==> src/rtl/core/wis_pkg.sv <==
// ----------------------------------------------------------------------------
// wis_pkg: shared definitions of the weighted index sampler
// Types, codes and sizes used by the sampler's table, sequencer and top level.
// ----------------------------------------------------------------------------
package wis_pkg;

  localparam int Entries        = 1024;
  localparam int BisectionSteps = 10;

  localparam int IdxW  = 10;
  localparam int ValW  = 32;
  localparam int AddrW = $clog2(Entries);
  localparam int StepW = $clog2(BisectionSteps + 2);

  typedef enum logic {
    REQ_WRITE  = 1'b0,
    REQ_SAMPLE = 1'b1
  } wis_req_type_e;

  typedef enum logic [1:0] {
    STATUS_OK       = 2'd0,
    STATUS_REVERSED = 2'd1,
    STATUS_NONE     = 2'd2
  } wis_status_e;

  typedef enum logic [3:0] {
    ST_IDLE,
    ST_BASE,
    ST_LAST,
    ST_SPAN,
    ST_TGT,
    ST_BIS,
    ST_BIS_CMP,
    ST_SCAN,
    ST_SCAN_CMP,
    ST_OUT
  } wis_state_e;

  typedef struct packed {
    wis_req_type_e    req_type;
    logic [IdxW-1:0]  entry_index;
    logic [ValW-1:0]  entry_value;
    logic [IdxW-1:0]  range_first;
    logic [IdxW-1:0]  range_last;
    logic [ValW-1:0]  uniform;
  } wis_req_t;

  typedef struct packed {
    logic [IdxW-1:0] chosen_index;
    wis_status_e     status;
  } wis_res_t;

  typedef struct packed {
    logic            en;
    logic [IdxW-1:0] idx;
    logic [ValW-1:0] value;
  } wis_wr_t;

endpackage

==> src/rtl/core/wis_mul.sv <==
// ----------------------------------------------------------------------------
// wis_mul: registered 32 by 32 multiplier
// Forms the full product of two unsigned words and presents its upper half
// in the next cycle.
// ----------------------------------------------------------------------------
module wis_mul (
  input  logic                     clk_i,
  input  logic [wis_pkg::ValW-1:0] a_i,
  input  logic [wis_pkg::ValW-1:0] b_i,
  output logic [wis_pkg::ValW-1:0] hi_o
);

  logic [2*wis_pkg::ValW-1:0] prod_q;

  always_ff @(posedge clk_i) begin
    prod_q <= (2*wis_pkg::ValW)'(a_i) * (2*wis_pkg::ValW)'(b_i);
  end

  assign hi_o = prod_q[2*wis_pkg::ValW-1:wis_pkg::ValW];

endmodule

==> config.mk <==
export PLATFORM = sky130hd
export DESIGN_NAME = wis_mul
export DESIGN_NICKNAME = d
export VERILOG_FILES = /design/src/rtl/core/wis_pkg.sv /design/src/rtl/core/wis_mul.sv
export SDC_FILE = /design/constraint.sdc
export NUM_CORES = 2
export LEC_CHECK = 0
export BUFFER_PORTS_ARGS = -buffer_cell sky130_fd_sc_hd__buf_2
export CORE_ASPECT_RATIO = 1.1
export CORE_MARGIN = 1
export CORE_UTILIZATION = 61
export DETAILED_ROUTE_END_ITERATION = 10
export PLACE_DENSITY = 0.77
export SETUP_SLACK_MARGIN = 0.1
export SLEW_MARGIN = 20
export SYNTH_ARGS = -nofsm -noshare
export SYNTH_HDL_FRONTEND = slang
export SYNTH_SLANG_ARGS = --single-unit
==> constraint.sdc <==
create_clock -name clk_i -period 9.3 [get_ports clk_i]
set_input_delay 1.86 -clock clk_i [delete_from_list [all_inputs] [get_ports clk_i]]
set_output_delay 1.86 -clock clk_i [all_outputs]
set_load 0.01 [all_outputs]
==> metrics <==
GP Congestion=~0.95; CTS root buf=clkbuf_16; via count=24589; deepest clock path buffer count=2; first-pass GRT wire length=roughly 140 mm; top post-synthesis cells by count=fa_1, inv_1, and2_1; largest net degree at the start of global routing=33; biggest regs=prod_q: 32 flops; share of cells above drive strength 1=under 10%; Num CTS Buffers=5; antenna cells=0; Reg clk slew, reported paths=0.06 ns; fin nets=between 4000 and 5000; max reg flops=32; top-count cell post-synth=fa_1; dpl cells=4357; initial antenna violation count=1; unrepaired setup endpoints after global routing=no; ys flop type=dfxtp_1; Layout Cells excl Fill=roughly 4400; Slew HR=between 50% and 60%; Initial DRT Pass Iterations=5; hold-critical path endpoint=hi_o[8]; post-DP HPWL=approximately 73 mm; Synth area leader=fa_1; Hold Path Class=reg -> out; hold_sp=prod_q[40]; Max Transition Viols Final=0; Finish-stage setup viols=0; I/O Buffers=96; Post-synth EDFFs=0; via/cell ratio=about 5.6; GRT overflow=0; initial core utilization=62.11%; FMAX=between 100 and 150 MHz; DRT iter0 DRCs=roughly 1500; TritonCTS clock tree=done; CP arrival=between 9 and 10 ns; # clock sinks=32; Mapped Area=between 30000 and 40000 sq um; Worst Hold Depth=1; status=complete, no violations; Core Area=54010 sq um; CP required=about 9.5 ns; sequential area share after synthesis=around 1.9%; Fill cells=4387; Biggest register=prod_q; FF+latch count, synth=32; number of global-route vias before repair=about 27000; Synth top area share=a little over half; H-tree Lvls=2; fin crit period=~9 ns; Die Y-Extent=roughly 250 microns; Layout area overhead=4.159%; Worst Max-Slew Pin Slew=0.6535 ns; Post-CTS Setup Bufs=0; final worst-path cycle share=a little over nine tenths; site row count=89; final hold violation count=0; Post-DRT Antenna Nets=0; critical path type=in -> reg; number of distinct library cells after synthesis=60; CP Launch Type=input port; Total Routing Usage GR=33.26%; CP Max Fanout=20; Synth area leaders=fa_1, and2_1, inv_1, ha_1, nand2_1; final setup TNS=0 ns; die area=between 50000 and 60000 sq um; routed len/inst=19.63 microns; Detailed Route WL=between 80 and 90 mm; DR DRC count=0; I/O pin count=97; share of synthesized flip-flops with an asynchronous set or reset=0%; chip width=between 200 and 250 microns; maxcap violations=0; Synth Area per Inst=~9 sq um; post-synthesis cell count=~3700; Syn Nets=roughly 5000; synth warn=0; critical path endpoint category=flop
[logic make-up after synthesis]
kind of cell | count (synthesis) | synth area share [%]
AO/OA/AOI/OAI | 197 | 3.887
XOR/XNOR | 34 | 0.8877
adder cells (fa/ha/maj) | 1155 | 63.11
buffers and inverters | 1074 | 12.07
flip-flops | 32 | 1.910
AND/OR/NAND/NOR | 1172 | 18.14
[worst max-delay path, stage by stage]
cell,delay [ns]
buf_2,0.36
buf_4,0.28
nand2_1,0.10
fa_1,0.54
fa_1,0.54
inv_1,0.05
fa_1,0.48
fa_1,0.53
fa_1,0.63
fa_1,0.46
fa_1,0.51
inv_1,0.05
fa_1,0.47
inv_1,0.04
ha_1,0.32
buf_4,0.18
a21o_1,0.15
a21oi_1,0.30
o221ai_1,0.21
a21oi_2,0.26
o21ai_1,0.18
a2111oi_0,0.47
nor3_1,0.11
[stage by stage]
step           instance area [sq um]  setup slack (ns)  util, %  hold WS [ns]
2_1_floorplan                  33540             1.051        -         2.164
3_3_place_gp                   34730            0.1697    64.31         2.262
3_5_place_dp                   34730           0.06029    64.31         2.256
4_1_cts                        34900            0.3123    64.62         2.573
5_1_grt                        34940            0.1019    64.69         2.583
6_report                       34940            0.3513    64.69         2.565
[routing by layer]
layer,up-vias,global-route usage [%],part of all wire (%)
met4,2,19.57,6.8
met5,-,0,0.014
met2,1042,57.55,50
met1,12757,40.91,37
met3,264,2.971,6.0
li1,10524,-,-
[cell type report]
cell class                      count  area, sq um  share of cell area [%]
Clock buffer                        5        125.1                  0.3581
Tap cell                          728        910.9                   2.607
Inverter                          871         3269                   9.358
Clock inverter                      3        42.54                  0.1218
Timing Repair Buffer              168         1091                   3.123
Multi-Input combinational cell   2558        28860                   82.60
Sequential cell                    32        640.6                   1.834
[what timing repair did]
item                                    in CTS  in global routing
endpoints found under the setup margin       0                  7
gates resized for setup                      0                 16
hold buffers                                 0                  0
[cell usage in the layout (no fill, tap or decap), drive strengths merged, types with 21 or more instances in the layout]
cell / count
fa: 895
inv: 871
and2: 599
nand2: 474
ha: 260
buf: 155
a21oi: 60
o21ai: 38
dfxtp: 32
nor2: 27
a21o: 26
xnor2: 22
nand4: 21
[worst max-delay path by stage]
stage	slack, ns	from	to
global placement	0.17	b_i[10]	prod_q[63]
global route	0.10	a_i[25]	prod_q[50]
CTS	0.31	a_i[12]	prod_q[63]
detailed placement	0.06	a_i[12]	prod_q[63]
finish	0.35	b_i[17]	prod_q[50]
floorplan	1.05	b_i[10]	prod_q[50]
Power is left out: the tool's default activity adds up to more than one toggle a clock period on the data nets, which glitch-free logic cannot reach.
