### config.mk
export PLATFORM = sky130hd
export DESIGN_NAME = wis_seq
export DESIGN_NICKNAME = d
export VERILOG_FILES = /design/src/rtl/core/wis_pkg.sv /design/src/rtl/core/wis_seq.sv
export SDC_FILE = /design/constraint.sdc
export NUM_CORES = 1
export LEC_CHECK = 0
export ABC_CLOCK_PERIOD_IN_PS = 3300
export BUFFER_PORTS_ARGS = -buffer_cell sky130_fd_sc_hd__buf_2
export CORE_ASPECT_RATIO = 0.75
export CORE_MARGIN = 2
export CORE_UTILIZATION = 49
export CTS_CLUSTER_DIAMETER = 30
export CTS_CLUSTER_SIZE = 25
export DETAILED_ROUTE_END_ITERATION = 10
export PLACE_DENSITY = 0.78
export SLEW_MARGIN = 10
export SYNTH_ARGS = -nofsm -noshare
export SYNTH_HDL_FRONTEND = slang
export SYNTH_SLANG_ARGS = --single-unit
### constraint.sdc
create_clock -name clk_i -period 3.3 [get_ports clk_i]
set_input_delay 0.165 -clock clk_i [delete_from_list [all_inputs] [get_ports clk_i]]
set_output_delay 0.165 -clock clk_i [all_outputs]
set_load 0.05 [all_outputs]
### src/rtl/core/wis_pkg.sv
// ----------------------------------------------------------------------------
// wis_pkg: shared definitions of the weighted index sampler
// Types, codes and sizes used by the sampler's table, sequencer and top level.
// ----------------------------------------------------------------------------
package wis_pkg;

  localparam int Entries        = 1024;
  localparam int BisectionSteps = 10;

  localparam int IdxW  = 10;
  localparam int ValW  = 32;
  localparam int AddrW = $clog2(Entries);
  localparam int StepW = $clog2(BisectionSteps + 2);

  typedef enum logic {
    REQ_WRITE  = 1'b0,
    REQ_SAMPLE = 1'b1
  } wis_req_type_e;

  typedef enum logic [1:0] {
    STATUS_OK       = 2'd0,
    STATUS_REVERSED = 2'd1,
    STATUS_NONE     = 2'd2
  } wis_status_e;

  typedef enum logic [3:0] {
    ST_IDLE,
    ST_BASE,
    ST_LAST,
    ST_SPAN,
    ST_TGT,
    ST_BIS,
    ST_BIS_CMP,
    ST_SCAN,
    ST_SCAN_CMP,
    ST_OUT
  } wis_state_e;

  typedef struct packed {
    wis_req_type_e    req_type;
    logic [IdxW-1:0]  entry_index;
    logic [ValW-1:0]  entry_value;
    logic [IdxW-1:0]  range_first;
    logic [IdxW-1:0]  range_last;
    logic [ValW-1:0]  uniform;
  } wis_req_t;

  typedef struct packed {
    logic [IdxW-1:0] chosen_index;
    wis_status_e     status;
  } wis_res_t;

  typedef struct packed {
    logic            en;
    logic [IdxW-1:0] idx;
    logic [ValW-1:0] value;
  } wis_wr_t;

endpackage

### src/rtl/core/wis_seq.sv
// ----------------------------------------------------------------------------
// wis_seq: sampling sequencer
// Reads the range bounds, forms the target through the registered multiplier and
// walks the table with one compare per step: bisection first, then a scan.
// ----------------------------------------------------------------------------
module wis_seq (
  input  logic                      clk_i,
  input  logic                      rst_ni,
  input  logic                      start_i,
  input  wis_pkg::wis_req_t         req_i,
  output logic                      busy_o,
  output logic                      valid_o,
  output wis_pkg::wis_res_t         res_o,
  output wis_pkg::wis_wr_t          wr_o,
  output logic [wis_pkg::IdxW-1:0]  rd_idx_o,
  input  logic [wis_pkg::ValW-1:0]  rd_data_i,
  output logic [wis_pkg::ValW-1:0]  mul_a_o,
  output logic [wis_pkg::ValW-1:0]  mul_b_o,
  input  logic [wis_pkg::ValW-1:0]  mul_hi_i
);

  wis_pkg::wis_state_e       state_q, state_d;
  logic [wis_pkg::IdxW-1:0]  first_q, first_d;
  logic [wis_pkg::IdxW-1:0]  hi_q, hi_d;
  logic [wis_pkg::IdxW:0]    lo_q, lo_d;
  logic [wis_pkg::IdxW-1:0]  mid_q, mid_d;
  logic [wis_pkg::ValW-1:0]  u_q, u_d;
  logic [wis_pkg::ValW-1:0]  base_q, base_d;
  logic [wis_pkg::ValW-1:0]  target_q, target_d;
  logic [wis_pkg::StepW-1:0] step_q, step_d;
  wis_pkg::wis_res_t         res_q, res_d;
  logic [wis_pkg::IdxW+1:0]  mid_sum;
  logic                      hit;
  logic                      accept;

  assign accept  = start_i && (state_q == wis_pkg::ST_IDLE);
  assign mid_sum = (wis_pkg::IdxW+2)'(lo_q) + (wis_pkg::IdxW+2)'(hi_q);
  assign hit     = target_q <= rd_data_i;

  assign wr_o.en    = accept && (req_i.req_type == wis_pkg::REQ_WRITE);
  assign wr_o.idx   = req_i.entry_index;
  assign wr_o.value = req_i.entry_value;

  assign mul_a_o = u_q;
  assign mul_b_o = rd_data_i - base_q;

  always_ff @(posedge clk_i or negedge rst_ni) begin
    if (!rst_ni) begin
      state_q <= wis_pkg::ST_IDLE;
    end else begin
      state_q <= state_d;
    end
  end

  always_ff @(posedge clk_i) begin
    first_q  <= first_d;
    hi_q     <= hi_d;
    lo_q     <= lo_d;
    mid_q    <= mid_d;
    u_q      <= u_d;
    base_q   <= base_d;
    target_q <= target_d;
    step_q   <= step_d;
    res_q    <= res_d;
  end

  always_comb begin
    state_d  = state_q;
    first_d  = first_q;
    hi_d     = hi_q;
    lo_d     = lo_q;
    mid_d    = mid_q;
    u_d      = u_q;
    base_d   = base_q;
    target_d = target_q;
    step_d   = step_q;
    res_d    = res_q;
    rd_idx_o = mid_q;
    case (state_q)
      wis_pkg::ST_IDLE: begin
        if (accept && (req_i.req_type == wis_pkg::REQ_SAMPLE)) begin
          first_d = req_i.range_first;
          hi_d    = req_i.range_last;
          lo_d    = {1'b0, req_i.range_first};
          u_d     = req_i.uniform;
          step_d  = '0;
          if (req_i.range_first > req_i.range_last) begin
            res_d.chosen_index = '0;
            res_d.status       = wis_pkg::STATUS_REVERSED;
            state_d            = wis_pkg::ST_OUT;
          end else begin
            state_d = wis_pkg::ST_BASE;
          end
        end
      end
      wis_pkg::ST_BASE: begin
        rd_idx_o = first_q - 1'b1;
        state_d  = wis_pkg::ST_LAST;
      end
      wis_pkg::ST_LAST: begin
        rd_idx_o = hi_q;
        base_d   = (first_q == '0) ? '0 : rd_data_i;
        state_d  = wis_pkg::ST_SPAN;
      end
      wis_pkg::ST_SPAN: begin
        state_d = wis_pkg::ST_TGT;
      end
      wis_pkg::ST_TGT: begin
        target_d = base_q + mul_hi_i;
        state_d  = (wis_pkg::BisectionSteps > 0) ? wis_pkg::ST_BIS : wis_pkg::ST_SCAN;
      end
      wis_pkg::ST_BIS: begin
        mid_d    = mid_sum[wis_pkg::IdxW:1];
        rd_idx_o = mid_sum[wis_pkg::IdxW:1];
        state_d  = wis_pkg::ST_BIS_CMP;
      end
      wis_pkg::ST_BIS_CMP: begin
        if (hit) begin
          hi_d = mid_q;
        end else begin
          lo_d = (wis_pkg::IdxW+1)'(mid_q) + 1'b1;
        end
        step_d = step_q + 1'b1;
        if (int'(step_q) + 1 >= wis_pkg::BisectionSteps) begin
          state_d = wis_pkg::ST_SCAN;
        end else begin
          state_d = wis_pkg::ST_BIS;
        end
      end
      wis_pkg::ST_SCAN: begin
        rd_idx_o = lo_q[wis_pkg::IdxW-1:0];
        if (lo_q > (wis_pkg::IdxW+1)'(hi_q)) begin
          res_d.chosen_index = '0;
          res_d.status       = wis_pkg::STATUS_NONE;
          state_d            = wis_pkg::ST_OUT;
        end else begin
          state_d = wis_pkg::ST_SCAN_CMP;
        end
      end
      wis_pkg::ST_SCAN_CMP: begin
        if (hit) begin
          res_d.chosen_index = lo_q[wis_pkg::IdxW-1:0];
          res_d.status       = wis_pkg::STATUS_OK;
          state_d            = wis_pkg::ST_OUT;
        end else begin
          lo_d    = lo_q + 1'b1;
          state_d = wis_pkg::ST_SCAN;
        end
      end
      wis_pkg::ST_OUT: begin
        state_d = wis_pkg::ST_IDLE;
      end
      default: begin
        state_d = wis_pkg::ST_IDLE;
      end
    endcase
  end

  assign busy_o  = state_q != wis_pkg::ST_IDLE;
  assign valid_o = state_q == wis_pkg::ST_OUT;
  assign res_o   = res_q;

endmodule

==> metrics.txt <==
# TYPE chip_impl_metric gauge
chip_impl_metric{name="grt_pass1_vias",unit=""} 9202
chip_impl_metric{name="detailroute.wirelength.met3",unit="µm"} 2300
chip_impl_metric{name="drt_pre_antenna_iters",unit=""} 5
chip_impl_metric{name="post_synth_instance_area",unit="mm²"} 0.0115
chip_impl_metric{name="gr-total-overflow",unit=""} 0
chip_impl_metric{name="portBuffers",unit=""} 208
chip_impl_metric{name="global_route.usage.total",unit="%"} 24.0
chip_impl_metric{name="worstPathBufferInverterCount",unit=""} 2
chip_impl_metric{name="syn-num-nets",unit=""} 1446
chip_impl_info{name="timing_worst_setup_path_type",value="reg2out"} 1
chip_impl_metric{name="multiInputGateArea",unit="mm²"} 0.00624
chip_impl_metric{name="antenna_violating_nets_post_route",unit=""} 0
chip_impl_metric{name="hpwlAfterDp",unit="µm"} 22300
chip_impl_metric{name="met2WireLength",unit="µm"} 13600
chip_impl_metric{name="final.period_utilization",unit="%"} 102
chip_impl_metric{name="via_count",unit=""} 9557
chip_impl_info{name="most_common_cell_in_the_netlist",value="sky130_fd_sc_hd__edfxtp_1"} 1
chip_impl_metric{name="horizontal_die_dimension",unit="µm"} 181
chip_impl_metric{name="drt-total-wl",unit="µm"} 30100
chip_impl_metric{name="rows",unit=""} 48
chip_impl_metric{name="detail_route.iter0.violations",unit=""} 850
chip_impl_metric{name="timing_hold_violations_final",unit=""} 0
chip_impl_info{name="post_synth_most_frequent_cells",value="sky130_fd_sc_hd__edfxtp_1, sky130_fd_sc_hd__ha_1, sky130_fd_sc_hd__inv_1"} 1
chip_impl_metric{name="synth_edf_count",unit=""} 153
chip_impl_metric{name="worst_ep_arrival",unit="ps"} 3200
chip_impl_info{name="slowest_stage",value="sky130_fd_sc_hd__edfxtp_1"} 1
chip_impl_metric{name="timing.final.max_slew_violations",unit=""} 0
chip_impl_metric{name="finalPower",unit="W"} 0.0105
chip_impl_metric{name="gp_congestion",unit=""} 0.913
chip_impl_metric{name="slew_at_the_pin_closest_to_its_max_slew_limit",unit="ps"} 897
chip_impl_metric{name="routed_wire_length_per_instance",unit="µm"} 17.6
chip_impl_metric{name="clk_latency",unit="ps"} 440
chip_impl_metric{name="pre_cts_slack",unit="ps"} 39.5
chip_impl_metric{name="setup_viol",unit=""} 2
chip_impl_metric{name="cts.htree.levels",unit=""} 4
chip_impl_metric{name="vdd_ir_drop_max",unit="µV"} 759
chip_impl_metric{name="synth_cell_type_count",unit=""} 70
chip_impl_metric{name="num-nets-final",unit=""} 1689
chip_impl_metric{name="cap_viol_max_count",unit=""} 0
chip_impl_metric{name="grt_max_degree",unit=""} 43
chip_impl_metric{name="synthToLayoutAreaGrowth",unit="%"} 23.3
chip_impl_metric{name="grt_antenna_before_repair",unit=""} 2
chip_impl_metric{name="leakage",unit="nW"} 6.22
chip_impl_metric{name="worst_slack",unit="ps"} -64.9
chip_impl_info{name="synth.largest_area_cell",value="sky130_fd_sc_hd__edfxtp_1"} 1
chip_impl_info{name="synthFlopType",value="sky130_fd_sc_hd__edfxtp_1"} 1
chip_impl_metric{name="met1Wirelength",unit="µm"} 13600
chip_impl_metric{name="fill_cells",unit=""} 1851
chip_impl_metric{name="detail_route.drc_violations",unit=""} 0
chip_impl_metric{name="pd_cells",unit="mW/mm²"} 746
chip_impl_metric{name="layoutNonFillerInstCount",unit=""} 1711
chip_impl_info{name="startpoint_type",value="flop"} 1
chip_impl_metric{name="die_area",unit="mm²"} 0.0247
chip_impl_metric{name="post-place-cells",unit=""} 1614
chip_impl_metric{name="clk_transition_reported_paths",unit="ps"} 80
chip_impl_metric{name="cts.sinks",unit=""} 157
chip_impl_info{name="worst_path_dominant_cell_family",value="compound AO/OA/AOI/OAI gates"} 1
chip_impl_info{name="cts.root.buffer_cell",value="sky130_fd_sc_hd__clkbuf_16"} 1
chip_impl_metric{name="netlist.area_leader.share",unit="%"} 40.0
chip_impl_info{name="endpoint_type_of_the_worst_setup_path",value="output pin"} 1
chip_impl_info{name="worstPathCellList",value="inv_2 > ha_4 > nor2b_4 > o2111ai_4 > nand3_4 > a211oi_4 > o21a_2 > o211a_4 > or3_4 > a311o_1 > xnor2_1 > buf_4"} 1
chip_impl_metric{name="chipHeight",unit="µm"} 137
chip_impl_metric{name="netlist_instances",unit=""} 1153
chip_impl_metric{name="via_per_inst",unit=""} 5.59
chip_impl_metric{name="final.min_clock_period",unit="ps"} 3360
chip_impl_metric{name="post_synthesis_sequential_area_ratio",unit="%"} 40.9
chip_impl_metric{name="core_area",unit="mm²"} 0.0230
chip_impl_metric{name="finClkSkew",unit="ps"} 12.8
chip_impl_metric{name="share_of_layout_cells_above_drive_strength_1",unit="%"} 24.3
chip_impl_info{name="timing.hold.worst.class",value="in2reg"} 1
chip_impl_info{name="synth.area.top_cells",value="sky130_fd_sc_hd__edfxtp_1, sky130_fd_sc_hd__ha_1, sky130_fd_sc_hd__xnor2_1, sky130_fd_sc_hd__inv_1, sky130_fd_sc_hd__a21oi_1"} 1
chip_impl_metric{name="tritoncts.num_buffers",unit=""} 17
chip_impl_metric{name="io-pin-count",unit=""} 293
chip_impl_metric{name="synth-warning-count",unit=""} 0
chip_impl_metric{name="synth_area_per_cell",unit="µm²"} 9.95
chip_impl_info{name="top_layer_used",value="met4"} 1
chip_impl_metric{name="finalHoldWorstSlack",unit="ps"} 31.0
chip_impl_metric{name="critical_path_required",unit="ps"} 3130
chip_impl_metric{name="cts.path.max_buffers",unit=""} 2
chip_impl_info{name="outcome",value="complete, but fails checks"} 1
chip_impl_metric{name="asyncSetResetFlopFracSynth",unit="%"} 2.55
chip_impl_metric{name="delay_of_the_slowest_cell_on_the_worst_path",unit="ps"} 380
chip_impl_metric{name="initial_core_util",unit="%"} 49.9
chip_impl_info{name="tritoncts_clock_tree",value="built"} 1
chip_impl_metric{name="maxSlewHeadroom",unit="%"} 39.8
chip_impl_metric{name="synth-seq-cells",unit=""} 157
chip_impl_info{name="grt_setup_unrepaired",value="true"} 1
chip_impl_metric{name="register_area",unit="mm²"} 0.00469
chip_impl_info{name="violations",value="setup timing"} 1
chip_impl_metric{name="clock.fmax",unit="MHz"} 297
chip_impl_metric{name="critical_path_peak_fanout",unit=""} 2
chip_impl_metric{name="global_route_wire_length_before_repair",unit="µm"} 46700
[routing by layer]
metal	up-vias	GRT usage (%)
li1	4593	-
met3	46	5.16
met4	0	7.26
met5	-	0
met2	436	38.4
met1	4482	33.0
[path summary, 6_finish.rpt]
path,start,end,slack [ps],depth (start not counted)
hold reg to reg,step_q[0]$_SDFFCE_PN0P_,step_q[0]$_SDFFCE_PN0P_,650,1
hold / removal,mul_hi_i[0],target_q[0]$_DFFE_PP_,30,2
setup / recovery,base_q[1]$_SDFFCE_PN0N_,mul_b_o[29],-60,12
max in group asynchronous,rst_ni,state_q[0]$_DFFE_PN0P_,3120,2
min in group asynchronous,rst_ni,state_q[2]$_DFFE_PN0P_,70,2
setup reg to reg,base_q[0]$_SDFFCE_PN0N_,target_q[26]$_DFFE_PP_,140,14
[placed cells by master (no fill, tap or decap), types with 6 or more instances in the layout]
cell,count
sky130_fd_sc_hd__nand2_1,90
sky130_fd_sc_hd__buf_2,196
sky130_fd_sc_hd__a211oi_1,6
sky130_fd_sc_hd__clkbuf_16,17
sky130_fd_sc_hd__a21oi_1,81
sky130_fd_sc_hd__inv_1,113
sky130_fd_sc_hd__buf_4,49
sky130_fd_sc_hd__nand2b_1,13
sky130_fd_sc_hd__dlygate4sd3_1,43
sky130_fd_sc_hd__ha_4,6
sky130_fd_sc_hd__nor3_1,11
sky130_fd_sc_hd__a21o_1,49
sky130_fd_sc_hd__o211ai_1,14
sky130_fd_sc_hd__nor2b_1,10
sky130_fd_sc_hd__and2_1,41
sky130_fd_sc_hd__o21bai_1,6
sky130_fd_sc_hd__o21ai_0,53
sky130_fd_sc_hd__edfxtp_1,153
sky130_fd_sc_hd__inv_8,6
sky130_fd_sc_hd__ha_1,117
sky130_fd_sc_hd__and3_1,7
sky130_fd_sc_hd__nand4_1,17
sky130_fd_sc_hd__nand3_1,15
sky130_fd_sc_hd__xor2_1,34
sky130_fd_sc_hd__xnor2_1,61
sky130_fd_sc_hd__nor2_1,53
[power breakdown]
group	switching (W)	leakage (nW)	internal (W)	total, W
logic	0.00353	4.49	0.00186	0.00539
clock network	0.000961	0.284	0.00102	0.00198
registers	0.000348	1.45	0.00283	0.00318
[stage by stage]
step / utilization, % / setup TNS [ps] / area (µm²)
6_report: 61.5 / -71.5 / 14100
5_1_grt: 61.5 / -550 / 14100
4_1_cts: 60.6 / -378 / 13900
3_5_place_dp: 55.0 / 0 / 12600
3_3_place_gp: 55.0 / 0 / 12600
2_1_floorplan: - / 0 / 11500
[area by class of cell]
type / instances / share of cell area (%)
diodes: 2 / 0.0354
clock buffers: 17 / 3.01
clock inverters: 15 / 1.18
inverters: 117 / 3.10
multi-input cells: 813 / 44.1
flip-flops and latches: 157 / 33.2
well taps: 300 / 2.65
repair buffers: 290 / 12.7
[cell families (layout without fill, tap and decap cells)]
logic type,count (synthesis),count (layout),share of synthesized area (%)
buffers and inverters,183,439,7.39
XOR/XNOR,97,97,7.40
AO/OA/AOI/OAI,287,287,16.4
other,0,2,0
multiplexers,5,5,0.469
AND/OR/NAND/NOR,293,293,12.9
adder cells (fa/ha/maj),131,131,14.5
flip-flops,157,157,40.9
[state kept, by name, summed over array words and instances, names as in the netlist]
signal / cells
first_q: 10
mul_a_o: 32
step_q: 4
base_q: 32
lo_q: 11
mid_q: 10
target_q: 32
res_o: 12
hi_q: 10
state_q: 4
[timing repair]
item                                   4_1_cts  5_1_grt
setup endpoints to repair                   13       15
pin swaps                                   22       24
buffers inserted                            14        6
resized for setup                           40       35
hold buffers                                43        0
endpoints found under the hold margin       46        0
No activity file was read; power rests on OpenSTA's default activity.
